### src/swpp_pkg.sv
// Shared types and constants of the spatial pattern width predictor.
package swpp_pkg;

	localparam int ADDR_W    = 48;
	localparam int OFF_W     = 12;
	localparam int SB_W      = 6;
	localparam int CNT_W     = 6;
	localparam int N_W       = 7;
	localparam int PAT_W     = 64;
	localparam int KEY_W     = ADDR_W + OFF_W;
	localparam int IDX_SHIFT = 2;
	localparam int HIST_ENTRIES = 1024;
	localparam int HIST_AW   = $clog2(HIST_ENTRIES);
	localparam int MAX_SB    = 64;
	localparam int IN_DATA_W  = 72;
	localparam int OUT_DATA_W = 16;
	localparam int CFG_AW    = 4;

	typedef enum logic [1:0] {
		MODE_PREDICT = 2'd0,
		MODE_RECORD  = 2'd1,
		MODE_COMMIT  = 2'd2,
		MODE_NOP     = 2'd3
	} mode_t;

	typedef enum logic [1:0] {
		OUT_DONE  = 2'd0,
		OUT_FULL  = 2'd1,
		OUT_NOREC = 2'd2,
		OUT_RSVD  = 2'd3
	} outcome_t;

	typedef enum logic [1:0] {
		REG_SUBBLOCKS = 2'd0,
		REG_FB_LEFT   = 2'd1,
		REG_FB_RIGHT  = 2'd2,
		REG_RUN_RULE  = 2'd3
	} reg_idx_t;

	typedef struct packed {
		logic [N_W-1:0]   subblocks_in_use;
		logic [CNT_W-1:0] fallback_left;
		logic [CNT_W-1:0] fallback_right;
		logic             run_rule;
	} cfg_t;

	typedef struct packed {
		logic clear_step;
		logic load_in;
		logic mem_rd;
		logic setup;
		logic walk;
		logic exec;
		logic load_out;
	} cmd_t;

	typedef struct packed {
		logic clear_last;
		logic mode_predict;
		logic usable;
		logic walk_done;
	} status_t;

endpackage

### src/swpp_ctrl.sv
// Controller state machine of the spatial pattern width predictor.
module swpp_ctrl import swpp_pkg::*; (
	input  logic    clk,
	input  logic    arst_n,
	input  logic    s_tvalid,
	output logic    s_tready,
	output logic    m_tvalid,
	input  logic    m_tready,
	input  status_t status,
	output cmd_t    cmd
);

	typedef enum logic [6:0] {
		ST_CLEAR = 7'b0000001,
		ST_IDLE  = 7'b0000010,
		ST_READ  = 7'b0000100,
		ST_SETUP = 7'b0001000,
		ST_WALK  = 7'b0010000,
		ST_EXEC  = 7'b0100000,
		ST_DONE  = 7'b1000000
	} state_t;

	state_t state_q, state_d;
	logic   out_valid_q;
	logic   out_free;

	assign s_tready = (state_q == ST_IDLE);
	assign m_tvalid = out_valid_q;
	assign out_free = !out_valid_q || m_tready;

	always_comb begin
		state_d = state_q;
		cmd = '0;
		case (state_q)
			ST_CLEAR: begin
				cmd.clear_step = 1'b1;
				if (status.clear_last) state_d = ST_IDLE;
			end
			ST_IDLE: begin
				if (s_tvalid) begin
					cmd.load_in = 1'b1;
					state_d = ST_READ;
				end
			end
			ST_READ: begin
				cmd.mem_rd = 1'b1;
				state_d = status.mode_predict ? ST_SETUP : ST_EXEC;
			end
			ST_SETUP: begin
				cmd.setup = 1'b1;
				state_d = status.usable ? ST_WALK : ST_DONE;
			end
			ST_WALK: begin
				cmd.walk = 1'b1;
				if (status.walk_done) state_d = ST_DONE;
			end
			ST_EXEC: begin
				cmd.exec = 1'b1;
				state_d = ST_DONE;
			end
			ST_DONE: begin
				if (out_free) begin
					cmd.load_out = 1'b1;
					state_d = ST_IDLE;
				end
			end
			default: state_d = ST_IDLE;
		endcase
	end

	always_ff @(posedge clk or negedge arst_n) begin
		if (!arst_n) begin
			state_q <= ST_CLEAR;
			out_valid_q <= 1'b0;
		end else begin
			state_q <= state_d;
			if (cmd.load_out) out_valid_q <= 1'b1;
			else if (m_tready) out_valid_q <= 1'b0;
		end
	end

endmodule

### config.mk
export PLATFORM = sky130hd
export DESIGN_NAME = swpp_ctrl
export DESIGN_NICKNAME = d
export VERILOG_FILES = /design/src/swpp_pkg.sv /design/src/swpp_ctrl.sv
export SDC_FILE = /design/constraint.sdc
export NUM_CORES = 1
export LEC_CHECK = 0
export ABC_AREA = 1
export BUFFER_PORTS_ARGS = -buffer_cell sky130_fd_sc_hd__buf_4
export CORE_MARGIN = 1
export CORE_UTILIZATION = 31
export DETAILED_ROUTE_END_ITERATION = 8
export PLACE_DENSITY_LB_ADDON = 0.12
export SLEW_MARGIN = 10
export SYNTH_ARGS = -nofsm -noshare
export SYNTH_HDL_FRONTEND = slang
export SYNTH_SLANG_ARGS = --single-unit
### constraint.sdc
create_clock -name clk -period 3 [get_ports clk]
set_input_delay 0.3 -clock clk [delete_from_list [all_inputs] [get_ports clk]]
set_output_delay 0.3 -clock clk [all_outputs]
set_load 0.02 [all_outputs]
# [Word level (Yosys, flattened, before mapping)]
# Cells that the tools add are included.
[word_totals] regBits=8
[classes] n_reduce_logical=4 eq_ne=11 mux=18
[op_table] op="7-bit case mux with 7 select lines" n=1
[op_table] op="7-bit two-way mux" n=5
[op_table] op="1-bit two-way mux" n=11
[op_table] op="2-bit != test, second input constant" n=4
[op_table] op="7-bit by 1-bit equality test with 1-bit output, second input constant" n=1
[op_table] op="7-bit by 2-bit equality test with 1-bit output, second input constant" n=1
[op_table] op="7-bit by 3-bit equality test with 1-bit output, second input constant" n=1
[op_table] op="7-bit by 4-bit equality test with 1-bit output, second input constant" n=1
[op_table] op="7-bit by 5-bit equality test with 1-bit output, second input constant" n=1
[op_table] op="7-bit by 6-bit equality test with 1-bit output, second input constant" n=1
[op_table] op="7-bit equality test, second input constant" n=1
[op_table] op="6-bit two-way mux" n=1
[op_table] op="4-bit AND reduction" n=1
[op_table] op="2-bit nonzero test" n=1
[op_table] op="1-bit logical NOT" n=1
[op_table] op="1-bit logical OR" n=1

# [Depth between registers and ports, before layout]
# Gate-level depths: netlist of the first run.
[logic_depth] ltp_word=5 ltp_mapped=8 depth_no_buf=8

# [Worst setup path after synthesis of the first run]
# No wires, ideal clock.
[synth_path] kind="reg-to-output" startpoint="reg state_q[4]" endpoint="out cmd[5] in the netlist's numbering" path_stages_with_launch=6 arrival_ps=1041 setup_slack_ps=1659 t_required_ps=2700 path_cell_list="dfrtp_1 inv_2 nand2_2 nor2_4 nand2_2 nor2_1"
[synth_rtl] item="start, declared" line_no="swpp_ctrl.sv:23" text="state_t state_q, state_d;"
[synth_rtl] item="start signal, assigned" line_no="swpp_ctrl.sv:76" text="state_q <= state_d;"
[synth_rtl] item="end, declared" line_no="swpp_ctrl.sv:10" text="output cmd_t cmd"

==> results of run 1 <==
==> critical path: stages (launching register included) <==
cell and delay, ps:
dfrtp_1 400, inv_1 70, nand2_1 70, nor2_1 210, nand2_2 110, nor2_1 100
buf_4 150
==> flip-flops by register name (all words and copies together), names as in the netlist <==
| name | flops |
|---|---|
| m_tvalid | 1 |
| state_q | 7 |
==> how the worst max path moves through the flow <==
stage | start | to | slack [ps] | depth (start not counted)
CTS | state_q[3]$_DFFE_PN0P_ | cmd[5] | 1330 | 6
global placement | state_q[4]$_DFFE_PN0P_ | cmd[3] | 1610 | 6
floorplan | state_q[4]$_DFFE_PN0P_ | cmd[5] | 1660 | 5
detailed placement | state_q[3]$_DFFE_PN0P_ | cmd[5] | 1630 | 6
finish | state_q[3]$_DFFE_PN0P_ | cmd[5] | 1330 | 6
global route | state_q[3]$_DFFE_PN0P_ | cmd[5] | 1230 | 6
==> stage by stage <==
step           hold WS [ps]  cells  power, µW  cell area, µm²  worst slack, ps
2_1_floorplan          4.41     77        321             514             1660
3_3_place_gp            127    109        393             654             1610
3_5_place_dp            128    109        393             654             1630
4_1_cts                 187    114        489             691             1330
5_1_grt                 186    114        531             691             1230
6_report                190    114        484             691             1330
==> layout by cell type (no fill, tap or decap), drive strengths merged <==
| cell | n |
|---|---|
| dfstp | 1 |
| dfrtp | 7 |
| nor3 | 1 |
| clkbuf | 4 |
| nor2 | 19 |
| buf | 16 |
| inv | 17 |
| nand3b | 1 |
| nand2 | 22 |
| o21ai | 2 |
| dlygate4sd3 | 1 |
| nand3 | 6 |
| a21oi | 1 |
==> Yosys cell counts, drive strengths merged <==
cell	count	area share, %
a21oi	1	0.97
dfrtp	7	34
dfstp	1	5.1
inv	17	12
nand2	22	18
nand3	6	8.8
nand3b	1	1.5
nor2	19	16
nor3	1	0.97
o21ai	2	1.9
==> kinds of logic after synthesis <==
| logic type | count (synthesis) |
|---|---|
| simple gates | 49 |
| flops | 8 |
| buf+inv | 17 |
| compound gates | 3 |
==> power groups by stage <==
| stage | clock [µW] | combinational (µW) | sequential [µW] |
|---|---|---|---|
| after global placement | 0 | 247 | 146 |
| after floorplan | 0 | 175 | 145 |
| final | 93.0 | 246 | 145 |
| after detailed placement | 0 | 246 | 147 |
| after global routing | 103 | 280 | 148 |
| after CTS | 96.0 | 248 | 145 |
==> repair_timing <==
action	CTS	global route
hold endpoints to repair	7	0
setup endpoints to repair	0	0
hold buffers	1	0
buffers inserted	0	0
==> layer usage <==
metal | global-route usage [%] | vias to the layer above
li1 | - | 270
met1 | 18.4 | 198
met2 | 21.2 | 12
met3 | 3.83 | 5
met4 | 9.38 | 0
met5 | 0 | -
==> area by class of cell <==
class / count / area (µm²) / area share (%)
clock buffer: 4 / 26.3 / 3.80
timing repair buffer: 17 / 130 / 18.8
multi-input combinational: 52 / 249 / 36.1
inverter: 17 / 63.8 / 9.24
tap: 16 / 20.0 / 2.90
sequential: 8 / 201 / 29.2
==> flow_summary.toml, run 1 <==
[route]
drtIter0Drc = 13
num_vias = 485
totalWireLength_um = 1080
dr.pass1.iters = 4
routed-wl-met3_um = 58
antenna_left = 0
wl_per_cell_um = 9.51
wl_met2_um = 455
drt-met1-wl_um = 539
dr.max_layer_used = "met4"
avgViaCountPerCell = 4.25
drc = 0

[clocking]
clk_path_buf_depth = 2
cts.reportedPaths.clkPinSlew_ps = 60
cts_tree = "done"
numCtsBuffers = 3
ctsRootBufferMaster = "clkbuf_4"
clkLatencyLatePin_ps = 260
cts_num_sinks = 8
cts_htree_levels = 1
cts_resized = 0

[power_and_ir_drop]
power.internal_uw = 271
leakagePower_uw = 0.000415
power.density_nw_per_um2 = 701
switching_power_uw = 213
power.share.clock_pct = 19.2
pwr-share-seq_pct = 29.9
combPwrFrac_pct = 50.8
switching_share_pct = 44.0
irDropWorstVdd_uv = 343

[synthesis]
synth-seq-area-share_pct = 39.2
synth_xor_xnor_area_share_pct = 0
syn_nets = 85
synthMuxAreaShare_pct = 0
synth_top_family_by_area = "simple AND/OR/NAND/NOR gates"
synth_cells = 77
syn-cell-area_um2 = 514
yosys.area_share.adder_pct = 0
synth_compound_area_share_pct = 2.92
yosys.area_share.simple_pct = 45.5
syn_area_per_cell_um2 = 6.68
ys_types = 16
ys_warn_count = 0
ys_seq_elements = 8

[critical_path]
worstSetupPathType = "flop to primary output"
r2r_slack_ps = 1770
rr_startpoint = "state_q[4]$_DFFE_PN0P_"
timing.rr.end = "state_q[6]$_DFFE_PN0P_"
critPathLaunchType = "flop"
ff2ff_path_depth = 8
end_kind = "primary output"
worstPathArrival_ps = 1370
worst-path-max-fanout = 4
cp_data_required_time_ps = 2700

[cells_and_area]
drive_gt1_share_pct = 33.7
layout.nets = 107
num_antenna_cells = 0
final_util_pct = 45.3
fillers = 158
area_growth_pct = 34.3

[global_route]
grt_antenna_before_repair = 0
grt_max_degree = 9
grt_pass1_wl_um = 1890
grt_usage_pct = 14.4
gr-total-overflow = 0
grt_pass1_vias = 460

[sta]
min_period_ps = 1670
finalHoldViolCount = 0
relSlewSlack_pct = 83.7
tightestPinTransition_ps = 243
grt_setup_unrepaired = "no"
period_share_pct = 55.6
setup_viol = 0
max_freq_mhz = 600
finalSetupTns_ps = 0
slew_violations = 0
fin_worst_skew_ps = 2.50

[floorplanning]
ioPinCount = 17
start_util_pct = 33.7
fp.dieW_um = 42.7
core_um2 = 1520
core.rowCount = 14
die_h_um = 42.7
die_area_um2 = 1830

[run]
cap_violations = 0

[min_path]
holdCritStartpoint = "status[2]"
min_to = "state_q[5]$_DFFE_PN0P_"
hold_path_class = "primary input to flop"
min_path_cells = 2

[place]
post-dp-hpwl_um = 857
portBuffers = 16
gp_congestion = 0.714

[run_status]
status = "finished, final reports clean"
No activity file was read; power rests on OpenSTA's default activity.
==> inputs of run 2 (changes only) <==
==> constraint.sdc (replaced) <==
create_clock -name clk -period 1.4 [get_ports clk]
set_input_delay 0.14 -clock clk [delete_from_list [all_inputs] [get_ports clk]]
set_output_delay 0.14 -clock clk [all_outputs]
set_load 0.02 [all_outputs]
==> run 2 against run 1 <==
The run now ends with negative setup slack left. Die area unchanged. Worst hold slack got worse by 140 ps. Clock-buffer cell count unchanged. Critical path depth increased by 1. Clock skew increased by 10 ps. Largest power group unchanged. Cell count increased by 7.0%. Global-route usage increased by 0.24 points. Register-to-register slack got worse by 1700 ps. Combinational power increased to 3.0 times the previous value. Largest cell class unchanged. Flip-flop and latch count unchanged. Worst setup slack got worse by 1400 ps. Final area increased by 18%.
==> flow_summary.toml, run 2 (same netlist as run 1, synthesis figures left out) <==
[run_status]
status = "finished, violations left"
violations = "negative setup slack"

[route]
drt-met1-wl_um = 539
wl_per_cell_um = 9.30
dr.max_layer_used = "met3"
totalWireLength_um = 1130
dr.pass1.iters = 4
num_vias = 533
drc = 0
avgViaCountPerCell = 4.37
wl_met2_um = 548
antenna_left = 0
routed-wl-met3_um = 46
drtIter0Drc = 7

[cells_and_area]
most-common-layout-cells = "buf_4 (16), nand2_1 (14), nor2_1 (13)"
multi_input_area_um2 = 282
final_util_pct = 53.4
regMostFlops = "state_q"
fillers = 145
final_common_cell = "buf_4"
register_area_um2 = 201
layout.nets = 115
area_growth_pct = 58.2
largest_register_ffs = 7
drive_gt1_share_pct = 51.9
num_antenna_cells = 0

[sta]
slew_violations = 0
finalHoldViolCount = 0
max_freq_mhz = 695
min_period_ps = 1440
tightestPinTransition_ps = 214
setup_viol = 5
grt_setup_unrepaired = "yes"
fin_worst_skew_ps = 12.9
period_share_pct = 103
setup_ws_ps = -39.7
finalSetupTns_ps = -147
relSlewSlack_pct = 85.6

[global_route]
gr-total-overflow = 0
grt_usage_pct = 14.6
grt_pass1_vias = 478
grt_antenna_before_repair = 0
grt_max_degree = 9
grt_pass1_wl_um = 1990

[power_and_ir_drop]
leakagePower_uw = 0.000457
power.internal_uw = 719
irDropWorstVdd_uv = 814
pwr-share-seq_pct = 25.6
switching_share_pct = 42.7
power.share.clock_pct = 15.5
switching_power_uw = 534
power.density_nw_per_um2 = 1540
total_power_uw = 1250
combPwrFrac_pct = 58.9

[floorplanning]
die_area_um2 = 1830
core.rowCount = 14
fp.dieW_um = 42.7
start_util_pct = 33.7
die_h_um = 42.7
ioPinCount = 17
core_um2 = 1520

[critical_path]
worstSetupPathType = "flop to primary output"
crit_chain = "inv_2 -> nand2_2 -> nor2_4 -> buf_6 -> nand2_4 -> inv_2 -> buf_6"
cp_data_required_time_ps = 1260
critPathLaunchType = "flop"
cpMaxStageDelayCell = "dfrtp_1"
end_kind = "primary output"
startpoint = "state_q[4]$_DFFE_PN0P_"
critPathMaxStageDelay_ps = 430
crit_family = "flip-flops"
worstPathArrival_ps = 1300
rr_startpoint = "state_q[4]$_DFFE_PN0P_"
worst-path-max-fanout = 4
critPathBufInv = 4

[clocking]
ctsRootBufferMaster = "clkbuf_4"
clkLatencyLatePin_ps = 250
cts.reportedPaths.clkPinSlew_ps = 70
clk_path_buf_depth = 2
numCtsBuffers = 3
cts_num_sinks = 8
cts_htree_levels = 1
cts_tree = "done"

[run]
cap_violations = 0

[place]
gp_congestion = 0.719
post-dp-hpwl_um = 877
portBuffers = 16

[min_path]
holdCritStartpoint = "status[2]"
hold_path_class = "primary input to flop"
[run 2: final cells by class]
| class | count | share of cell area (%) |
|---|---|---|
| flip-flops and latches | 8 | 24.8 |
| well taps | 16 | 2.46 |
| repair buffers | 25 | 27.1 |
| clock buffers | 4 | 3.23 |
| inverters | 17 | 7.85 |
| multi-input cells | 52 | 34.6 |
[run 2: timing repair]
| item | CTS | global route |
|---|---|---|
| endpoints found under the setup margin | 5 | 10 |
| resized for setup | 7 | 18 |
| pin swaps | 2 | 8 |
| hold buffers | 1 | 0 |
| cloned | 0 | 0 |
| buffers inserted | 6 | 2 |
| endpoints found under the hold margin | 8 | 0 |
[run 2: routing by layer]
layer  track usage (%)  up-vias
li1                  -      284
met1              19.1      238
met2              23.6       11
met3              2.98        0
met4              5.63        0
met5                 0        -
[run 2: power groups by stage]
stage / registers, µW / logic, µW / clock network (µW)
floorplan: 312 / 376 / 0
global placement: 314 / 530 / 0
detailed placement: 314 / 532 / 0
CTS: 310 / 636 / 191
global route: 331 / 815 / 215
finish: 321 / 738 / 194
[run 2: worst reg2reg max path: stages, from the launching register on]
cell	delay, ps
dfrtp_1	430
inv_2	80
nand2_2	60
nor2_4	130
buf_6	140
buf_6	80
nand3b_1	100
nand2_1	90
nor2_2	50
nand2_1	50
nand2_1	50
[run 2: worst paths after layout]
kind,endpoint,slack (ps),cells past startpoint
setup / recovery,cmd[3],-40,7
hold / removal,state_q[5]$_DFFE_PN0P_,50,2
setup reg to reg,state_q[6]$_DFFE_PN0P_,40,10
hold reg to reg,m_tvalid$_DFFE_PN0P_,560,2
max in group asynchronous,state_q[0]$_DFFE_PN1P_,950,2
min in group asynchronous,m_tvalid$_DFFE_PN0P_,230,2
[run 2: through the flow]
step | setup WS [ps] | hold WS [ps] | instances | cell area, µm²
global route | -113 | 60.0 | 122 | 813
CTS | -85.5 | 50.3 | 120 | 749
floorplan | 190 | -156 | 77 | 514
global placement | 165 | -33.3 | 109 | 654
detailed placement | 178 | -35.8 | 109 | 654
finish | -39.7 | 49.4 | 122 | 813
==> inputs of run 3 (changes only) <==
--- a/config.mk
+++ b/config.mk
@@ -11,6 +11,7 @@
 export CORE_UTILIZATION = 31
 export DETAILED_ROUTE_END_ITERATION = 8
 export PLACE_DENSITY_LB_ADDON = 0.12
+export RECOVER_POWER = 100
 export SLEW_MARGIN = 10
 export SYNTH_ARGS = -nofsm -noshare
 export SYNTH_HDL_FRONTEND = slang
==> run 3 against run 2 <==
The flow still finishes with violations (negative setup slack). Largest power group unchanged. Highest routed layer unchanged. Final area down 0.92%. Sequential share of layout area up 0.23 points. Via count did not move.
==> flow_summary.toml, run 3 (same netlist as run 1, synthesis figures left out) <==
[power_and_ir_drop]
switching_power_uw = 534
power.share.clock_pct = 15.5
power.density_nw_per_um2 = 1550
pwr-share-seq_pct = 25.7
power.internal_uw = 715
leakagePower_uw = 0.000449
irDropWorstVdd_uv = 814
combPwrFrac_pct = 58.8
switching_share_pct = 42.8

[place]
gp_congestion = 0.719
post-dp-hpwl_um = 877
place_area_um2 = 654
portBuffers = 16

[critical_path]
worstSetupPathType = "flop to primary output"
worstPathArrival_ps = 1300
critPathLaunchType = "flop"
cp_data_required_time_ps = 1260
worst-path-max-fanout = 4
rr_startpoint = "state_q[4]$_DFFE_PN0P_"
end_kind = "primary output"
startpoint = "state_q[4]$_DFFE_PN0P_"

[sta]
max_freq_mhz = 695
grt_setup_unrepaired = "yes"
min_period_ps = 1440
finalHoldViolCount = 0
relSlewSlack_pct = 71.7
period_share_pct = 103
setup_ws_ps = -39.7
slew_violations = 0
setup_viol = 5
tightestPinTransition_ps = 424
fin_worst_skew_ps = 12.9

[global_route]
grt_pass1_wl_um = 1990
grt_antenna_before_repair = 0
grt_max_degree = 9
grt_pass1_vias = 478
grt_usage_pct = 14.6
gr-total-overflow = 0

[route]
num_vias = 533
wl_per_cell_um = 9.30
wl_met2_um = 547
drc = 0
drt-met1-wl_um = 540
dr.pass1.iters = 4
antenna_left = 0
routed-wl-met3_um = 46
drtIter0Drc = 7
dr.max_layer_used = "met3"
totalWireLength_um = 1140
avgViaCountPerCell = 4.37

[cells_and_area]
final_util_pct = 52.9
layout.nets = 115
largest_register_ffs = 7
final_area_um2 = 806
most-common-layout-cells = "nand2_1 (14), buf_4 (14), nor2_1 (13)"
fillers = 145
drive_gt1_share_pct = 50.0
area_growth_pct = 56.7
num_antenna_cells = 0
regMostFlops = "state_q"

[floorplanning]
ioPinCount = 17
core.rowCount = 14
die_h_um = 42.7
fp.dieW_um = 42.7
die_area_um2 = 1830
core_um2 = 1520
start_util_pct = 33.7

[clocking]
clk_path_buf_depth = 2
cts.reportedPaths.clkPinSlew_ps = 70
ctsRootBufferMaster = "clkbuf_4"
cts_num_sinks = 8
cts_tree = "done"
numCtsBuffers = 3
cts_htree_levels = 1
clkLatencyLatePin_ps = 250

[run]
cap_violations = 0

[run_status]
violations = "negative setup slack"
status = "finished, violations left"

[min_path]
hold_path_class = "primary input to flop"
holdCritStartpoint = "status[2]"
-- run 3: changes by cell type in the layout (fill, tap and decap cells not counted) --
cell | before | now
buf_4 | 16 | 14
clkbuf_1 | 1 | 3
-- run 3: power by group through the flow --
stage | clock, µW | combinational (µW) | sequential, µW
floorplan | 0 | 376 | 312
global placement | 0 | 530 | 314
detailed placement | 0 | 532 | 314
CTS | 191 | 636 | 310
global route | 215 | 812 | 331
finish | 194 | 735 | 321
-- run 3: critical path, cell delays in order (launching register included) --
cell	delay (ps)
dfrtp_1	430
inv_2	80
nand2_2	60
nor2_4	130
buf_6	130
nand2_4	50
inv_2	60
buf_6	110
-- run 3: worst paths after layout --
| check | endpoint | slack, ps | cells after the start |
|---|---|---|---|
| setup reg to reg | state_q[6]$_DFFE_PN0P_ | 40 | 10 |
| max in group asynchronous | state_q[0]$_DFFE_PN1P_ | 730 | 2 |
| hold reg to reg | m_tvalid$_DFFE_PN0P_ | 560 | 2 |
| min in group asynchronous | m_tvalid$_DFFE_PN0P_ | 320 | 2 |
| setup / recovery | cmd[3] | -40 | 7 |
| hold / removal | state_q[5]$_DFFE_PN0P_ | 50 | 2 |
-- run 3: per-stage QoR --
step / std cells / power [µW] / TNS, ps / worst slack [ps] / hold WS [ps]
finish: 122 / 1250 / -147 / -39.7 / 49.4
global route: 122 / 1360 / -668 / -113 / 60.0
CTS: 120 / 1140 / -175 / -85.5 / 50.3
detailed placement: 109 / 846 / 0 / 178 / -35.8
global placement: 109 / 844 / 0 / 165 / -33.3
floorplan: 77 / 688 / 0 / 190 / -156
-- run 3: final cells by class --
cell class                 instances  area (µm²)  share of cell area, %
inverter                          17        63.8                   7.92
multi-input combinational         52         282                   34.9
clock buffer                       4        26.3                   3.26
sequential                         8         201                   25.0
tap                               16        20.0                   2.48
timing repair buffer              25         213                   26.4
-- run 3: per-layer routing --
metal | vias to the layer above | track usage [%]
li1 | 284 | -
met1 | 238 | 19.1
met2 | 11 | 23.6
met3 | 0 | 2.98
met4 | 0 | 5.63
met5 | - | 0
-- run 3: what timing repair did --
action                     4_1_cts  5_1_grt
buffers inserted                 6        2
hold endpoints to repair         8        0
setup endpoints to repair        5       10
pin swaps                        2        8
hold buffers                     1        0
resized for setup                7       18
